==> src/slotted_page_store_assert.svh <==
// assertion macros shared by the slotted page store rtl
// no dependencies; included by the top level
`ifndef SLOTTED_PAGE_STORE_ASSERT_SVH
`define SLOTTED_PAGE_STORE_ASSERT_SVH

// same-cycle implication, off while reset is held
`define SPS_ASSERT_IMPLY(label, clk, rstn, ante, cons, msg) \
    label: assert property (@(posedge clk) disable iff (!(rstn)) (ante) |-> (cons)) \
        else $error(msg);

// next-cycle implication, off while reset is held
`define SPS_ASSERT_NEXT(label, clk, rstn, ante, cons, msg) \
    label: assert property (@(posedge clk) disable iff (!(rstn)) (ante) |=> (cons)) \
        else $error(msg);

`endif

==> src/sps_pkg.sv <==
// slotted page store: shared constants, codes and structs
// no dependencies; used by every module of the block except sps_ram
package sps_pkg;

    localparam int PAGE_BYTES_DEF   = 4096;
    localparam int HEADER_BYTES_DEF = 16;
    localparam int SLOT_BYTES_DEF   = 8;
    localparam int MAX_SLOTS_DEF    = 512;

    localparam int KIND_W   = 3;
    localparam int LEN_W    = 13;
    localparam int DATA_W   = 8;
    localparam int SLOT_W   = 9;
    localparam int BOFF_W   = 12;
    localparam int STATUS_W = 2;
    localparam int OFF_W    = 13;
    localparam int S_TDATA_W = 48;
    localparam int M_TDATA_W = 48;

    typedef enum logic [KIND_W-1:0] {
        KIND_CLEAR        = 3'd0,
        KIND_INSERT_BEGIN = 3'd1,
        KIND_INSERT_BYTE  = 3'd2,
        KIND_GET          = 3'd3,
        KIND_DELETE       = 3'd4,
        KIND_READ_BYTE    = 3'd5
    } kind_t;

    typedef enum logic [STATUS_W-1:0] {
        ST_OK         = 2'd0,
        ST_NO_ROOM    = 2'd1,
        ST_BAD_SLOT   = 2'd2,
        ST_UNEXPECTED = 2'd3
    } status_t;

    // request state between the accept stage and the result register
    typedef struct packed {
        logic                is_get;
        logic                is_read;
        status_t             status;
        logic [SLOT_W-1:0]   slot_number;
    } stage_t;

    // registered memory read data for the request in the stage
    typedef struct packed {
        logic [OFF_W-1:0]  offset;
        logic [LEN_W-1:0]  length;
        logic              deleted;
        logic [DATA_W-1:0] data;
    } rdata_t;

    typedef struct packed {
        status_t           status;
        logic [SLOT_W-1:0] slot_number;
        logic [OFF_W-1:0]  record_offset;
        logic [LEN_W-1:0]  found_length;
        logic [DATA_W-1:0] read_data;
    } result_t;

endpackage

==> src/sps_resp.sv <==
// slotted page store: result assembly and the output register
// depends on sps_pkg
module sps_resp (
    input  logic            aclk,
    input  logic            aresetn,
    input  sps_pkg::stage_t s1,
    input  logic            s1_valid,
    input  sps_pkg::rdata_t rd,
    input  logic            m_tready,
    output logic            s1_take,
    output logic            m_valid,
    output sps_pkg::result_t res
);
    import sps_pkg::*;

    logic    m_valid_reg, m_valid_next;
    result_t res_reg, res_next;

    assign s1_take = !m_valid_reg || m_tready;

    always_comb begin
        res_next.status        = s1.status;
        res_next.slot_number   = s1.slot_number;
        res_next.record_offset = '0;
        res_next.found_length  = '0;
        res_next.read_data     = '0;
        if (s1.is_get) begin
            if (rd.deleted) begin
                res_next.status = ST_BAD_SLOT;
            end else begin
                res_next.record_offset = rd.offset;
                res_next.found_length  = rd.length;
            end
        end
        if (s1.is_read) begin
            res_next.read_data = rd.data;
        end
        m_valid_next = s1_take ? s1_valid : m_valid_reg;
    end

    always_ff @(posedge aclk) begin
        if (!aresetn) begin
            m_valid_reg <= 1'b0;
        end else begin
            m_valid_reg <= m_valid_next;
        end
    end

    always_ff @(posedge aclk) begin
        if (s1_take && s1_valid) begin
            res_reg <= res_next;
        end
    end

    assign m_valid = m_valid_reg;
    assign res     = res_reg;

endmodule

==> config.mk <==
export PLATFORM = sky130hd
export DESIGN_NAME = sps_resp
export DESIGN_NICKNAME = d
export VERILOG_FILES = /design/src/slotted_page_store_assert.svh /design/src/sps_pkg.sv /design/src/sps_resp.sv
export SDC_FILE = /design/constraint.sdc
export NUM_CORES = 1
export LEC_CHECK = 0
export ABC_CLOCK_PERIOD_IN_PS = 3400
export BUFFER_PORTS_ARGS = -buffer_cell sky130_fd_sc_hd__buf_2
export CAP_MARGIN = 15
export CORE_MARGIN = 2
export CORE_UTILIZATION = 46
export DETAILED_ROUTE_END_ITERATION = 10
export PLACE_DENSITY = 0.9
export SLEW_MARGIN = 30
export SYNTH_ARGS = -nofsm -noshare
export SYNTH_HDL_FRONTEND = slang
export SYNTH_SLANG_ARGS = --single-unit
==> constraint.sdc <==
create_clock -name aclk -period 3.4 [get_ports aclk]
set_clock_uncertainty 0.05 [all_clocks]
set_input_delay 0.17 -clock aclk [delete_from_list [all_inputs] [get_ports aclk]]
set_output_delay 0.17 -clock aclk [all_outputs]
set_load 0.1 [all_outputs]
==> flow_results.xml <==
<?xml version="1.0" encoding="UTF-8"?>
<metrics>
  <group name="outcome">
    <metric name="status" unit="">complete, no violations</metric>
  </group>
  <group name="grt">
    <metric name="peak_usage_layer_in_the_global_routing_report" unit="">met2</metric>
    <metric name="met3_usage" unit="%">5.90</metric>
    <metric name="grt_max_degree" unit="">46</metric>
    <metric name="global_route.overflow_total" unit="">0</metric>
    <metric name="first_global_vias" unit="">1060</metric>
    <metric name="antenna_found_initial" unit="">0</metric>
    <metric name="global_routing_usage_on_met2" unit="%">26.6</metric>
    <metric name="globalRouteMet1Util" unit="%">20.2</metric>
    <metric name="groute.usage.overall" unit="%">16.3</metric>
    <metric name="grt_pass1_wl" unit="mm">4.86</metric>
  </group>
  <group name="route">
    <metric name="dr.pass1.iters" unit="">4</metric>
    <metric name="viasPerCell" unit="">4.41</metric>
    <metric name="postRouteAntennaNets" unit="">0</metric>
    <metric name="final_routed_wirelength" unit="mm">3.25</metric>
    <metric name="drt_first_iter_violations" unit="">23</metric>
    <metric name="dr_total_vias" unit="">1102</metric>
    <metric name="wl_per_cell" unit="um">13.0</metric>
    <metric name="drc" unit="">0</metric>
  </group>
  <group name="sta">
    <metric name="period_minus_slack" unit="ps">1440</metric>
    <metric name="report.final.slew_viol_count" unit="">0</metric>
    <metric name="finalHoldViolCount" unit="">0</metric>
    <metric name="timing.fmax" unit="MHz">696</metric>
    <metric name="setup_violations" unit="">0</metric>
    <metric name="slew_headroom" unit="%">63.3</metric>
    <metric name="rsz0062_at_grt" unit="">no</metric>
    <metric name="setup-tns-final" unit="ps">0</metric>
    <metric name="final.period_utilization" unit="%">42.2</metric>
    <metric name="max_slew.worst_pin.slew" unit="ps">551</metric>
  </group>
  <group name="place">
    <metric name="numPlacedInstances" unit="">231</metric>
    <metric name="place.detailed.hpwl" unit="mm">2.30</metric>
    <metric name="io_buf_count" unit="">98</metric>
    <metric name="place.gp.congestion" unit="">0.766</metric>
  </group>
  <group name="synthesis">
    <metric name="ys_seq_area_share" unit="%">81.7</metric>
    <metric name="syn_inst" unit="">89</metric>
    <metric name="synth_area" unit="um2">1680</metric>
    <metric name="netlist-cell-type-count" unit="">10</metric>
    <metric name="syn_avg_cell_area" unit="um2">18.9</metric>
    <metric name="mappedNetlistNets" unit="">141</metric>
    <metric name="yosys_register_bits" unit="">46</metric>
    <metric name="yosys_warnings" unit="">0</metric>
  </group>
  <group name="die">
    <metric name="num_rows" unit="">21</metric>
    <metric name="die_x" unit="um">64.4</metric>
    <metric name="core_area" unit="um2">3420</metric>
    <metric name="design.die.area" unit="um2">4150</metric>
    <metric name="starting_utilization_of_the_core_area" unit="%">49.2</metric>
    <metric name="die_h" unit="um">64.4</metric>
    <metric name="ios" unit="">99</metric>
  </group>
  <group name="cells_and_area">
    <metric name="largest_register_ffs" unit="">45</metric>
    <metric name="final.fill_count" unit="">248</metric>
    <metric name="flow.area_growth_from_synthesis" unit="%">44.0</metric>
    <metric name="nets" unit="">255</metric>
    <metric name="final-instance-count-excl-fill" unit="">250</metric>
    <metric name="n_antenna_cell" unit="">0</metric>
    <metric name="proportion_of_layout_cells_with_a_drive_suffix_above_1" unit="%">60.3</metric>
  </group>
  <group name="worst_hold_path">
    <metric name="worst_hold_path_type" unit="">in2reg</metric>
    <metric name="worst_hold_path.num_cells" unit="">3</metric>
  </group>
  <group name="setup_path">
    <metric name="worstPathArrival" unit="ps">1220</metric>
    <metric name="critPathLaunchType" unit="">flip-flop</metric>
    <metric name="ff2ff_setup_slack" unit="ps">2030</metric>
    <metric name="critical_path_required" unit="ps">3180</metric>
    <metric name="worstSetupEndpointType" unit="">primary output</metric>
    <metric name="timing_worst_setup_path_type" unit="">reg2out</metric>
    <metric name="cp_max_fo" unit="">3</metric>
    <metric name="r2r_cells" unit="">2</metric>
  </group>
  <group name="job">
    <metric name="drv_cap" unit="">0</metric>
  </group>
  <group name="clocking">
    <metric name="largest_buffer_count_on_any_clock_path" unit="">2</metric>
    <metric name="cts_root_buf" unit="">sky130_fd_sc_hd__clkbuf_4</metric>
    <metric name="cts_inserted_buffers" unit="">5</metric>
    <metric name="cts_max_level" unit="">2</metric>
    <metric name="cts.sinks" unit="">46</metric>
    <metric name="cts.reportedPaths.clkPinSlew" unit="ps">120</metric>
    <metric name="clk-insertion-delay-late" unit="ps">340</metric>
    <metric name="cts_tree" unit="">yes</metric>
  </group>
  <group name="power_and_ir_drop">
    <metric name="p_leak" unit="nW">1.08</metric>
    <metric name="vdd_drop_max" unit="mV">0.423</metric>
    <metric name="pwr_density_cell" unit="nW/um2">586</metric>
  </group>
</metrics>
==> power breakdown <==
part           total, mW  switching, mW  internal (mW)
Sequential         0.671        0.00865          0.662
Clock              0.387          0.160          0.227
Combinational      0.359          0.295         0.0636
Total               1.42          0.464          0.953
==> placed cells by master, fill, tap and decap left out <==
cell	synthesis	routed
sky130_fd_sc_hd__buf_2	0	98
sky130_fd_sc_hd__edfxtp_1	45	45
sky130_fd_sc_hd__and2_1	20	19
sky130_fd_sc_hd__and2_2	15	15
sky130_fd_sc_hd__dlygate4sd3_1	0	11
sky130_fd_sc_hd__clkbuf_4	0	5
sky130_fd_sc_hd__a21boi_0	2	2
sky130_fd_sc_hd__bufinv_16	0	2
sky130_fd_sc_hd__nand2b_1	1	1
sky130_fd_sc_hd__and2_4	0	1
sky130_fd_sc_hd__a21o_2	1	1
sky130_fd_sc_hd__nor2b_4	1	1
sky130_fd_sc_hd__inv_1	1	1
sky130_fd_sc_hd__clkinv_1	0	1
sky130_fd_sc_hd__dfxtp_1	1	1
==> through the flow <==
step	total power [mW]	hold slack (ps)	cell area, um2	utilization, %	worst slack, ps
final	1.42	28.5	2420	70.8	1960
after global routing	1.47	18.5	2420	70.8	1890
after CTS	1.43	1.67	2400	70.2	1720
after detailed placement	1.04	306	2210	64.6	1740
after global placement	1.03	297	2210	64.6	1800
after floorplan	0.970	219	1680	-	182
==> cell families after synthesis <==
kind of cell           count (synthesis)  share of synthesized area [%]
buffers and inverters                  3                           1.56
flip-flops                            46                           81.7
AND/OR/NAND/NOR                       37                           15.4
AO/OA/AOI/OAI                          3                           1.42
==> layer usage <==
layer	share of wire [%]	up-vias	wire length, um
met5	0	-	0
met4	1.5	0	48
met1	38	492	1250
met2	51	62	1670
met3	8.6	6	279
li1	-	542	-
==> Yosys cell counts <==
master	instances	area (um2)
sky130_fd_sc_hd__buf_6	2	22.5
sky130_fd_sc_hd__nand2b_1	1	6.26
sky130_fd_sc_hd__inv_1	1	3.75
sky130_fd_sc_hd__dfxtp_1	1	20.0
sky130_fd_sc_hd__a21o_2	1	8.76
sky130_fd_sc_hd__and2_1	20	125
sky130_fd_sc_hd__edfxtp_1	45	1350
sky130_fd_sc_hd__and2_2	15	113
sky130_fd_sc_hd__nor2b_4	1	13.8
sky130_fd_sc_hd__a21boi_0	2	15.0
==> worst max-delay path, stage by stage (launching register included) <==
cell	delay (ps)
sky130_fd_sc_hd__dfxtp_1	330
sky130_fd_sc_hd__nand2b_1	100
sky130_fd_sc_hd__buf_2	440
==> final timing paths <==
check	startpoint	end
max reg2reg	m_valid$_SDFFE_PN0P_	res[29]$_SDFFCE_PP0P_
min reg2reg	m_valid$_SDFFE_PN0P_	m_valid$_SDFFE_PN0P_
min	s1_valid	m_valid$_SDFFE_PN0P_
max	m_valid$_SDFFE_PN0P_	s1_take
==> final cells by class <==
class                           count  area (um2)  share of cell area, %
Clock inverter                      3        63.8                   2.64
Multi-Input combinational cell     40         284                   11.7
Tap cell                           46        57.6                   2.38
Timing Repair Buffer              109         601                   24.8
Sequential cell                    46        1370                   56.7
Clock buffer                        5        37.5                   1.55
Inverter                            1        3.75                  0.155
==> what timing repair did <==
| action | CTS | global route |
|---|---|---|
| gates resized for setup | 0 | 0 |
| endpoints found under the hold margin | 9 | 2 |
| hold buffers | 9 | 2 |
| setup buffers | 0 | 0 |
No activity file was read; power rests on OpenSTA's default activity.
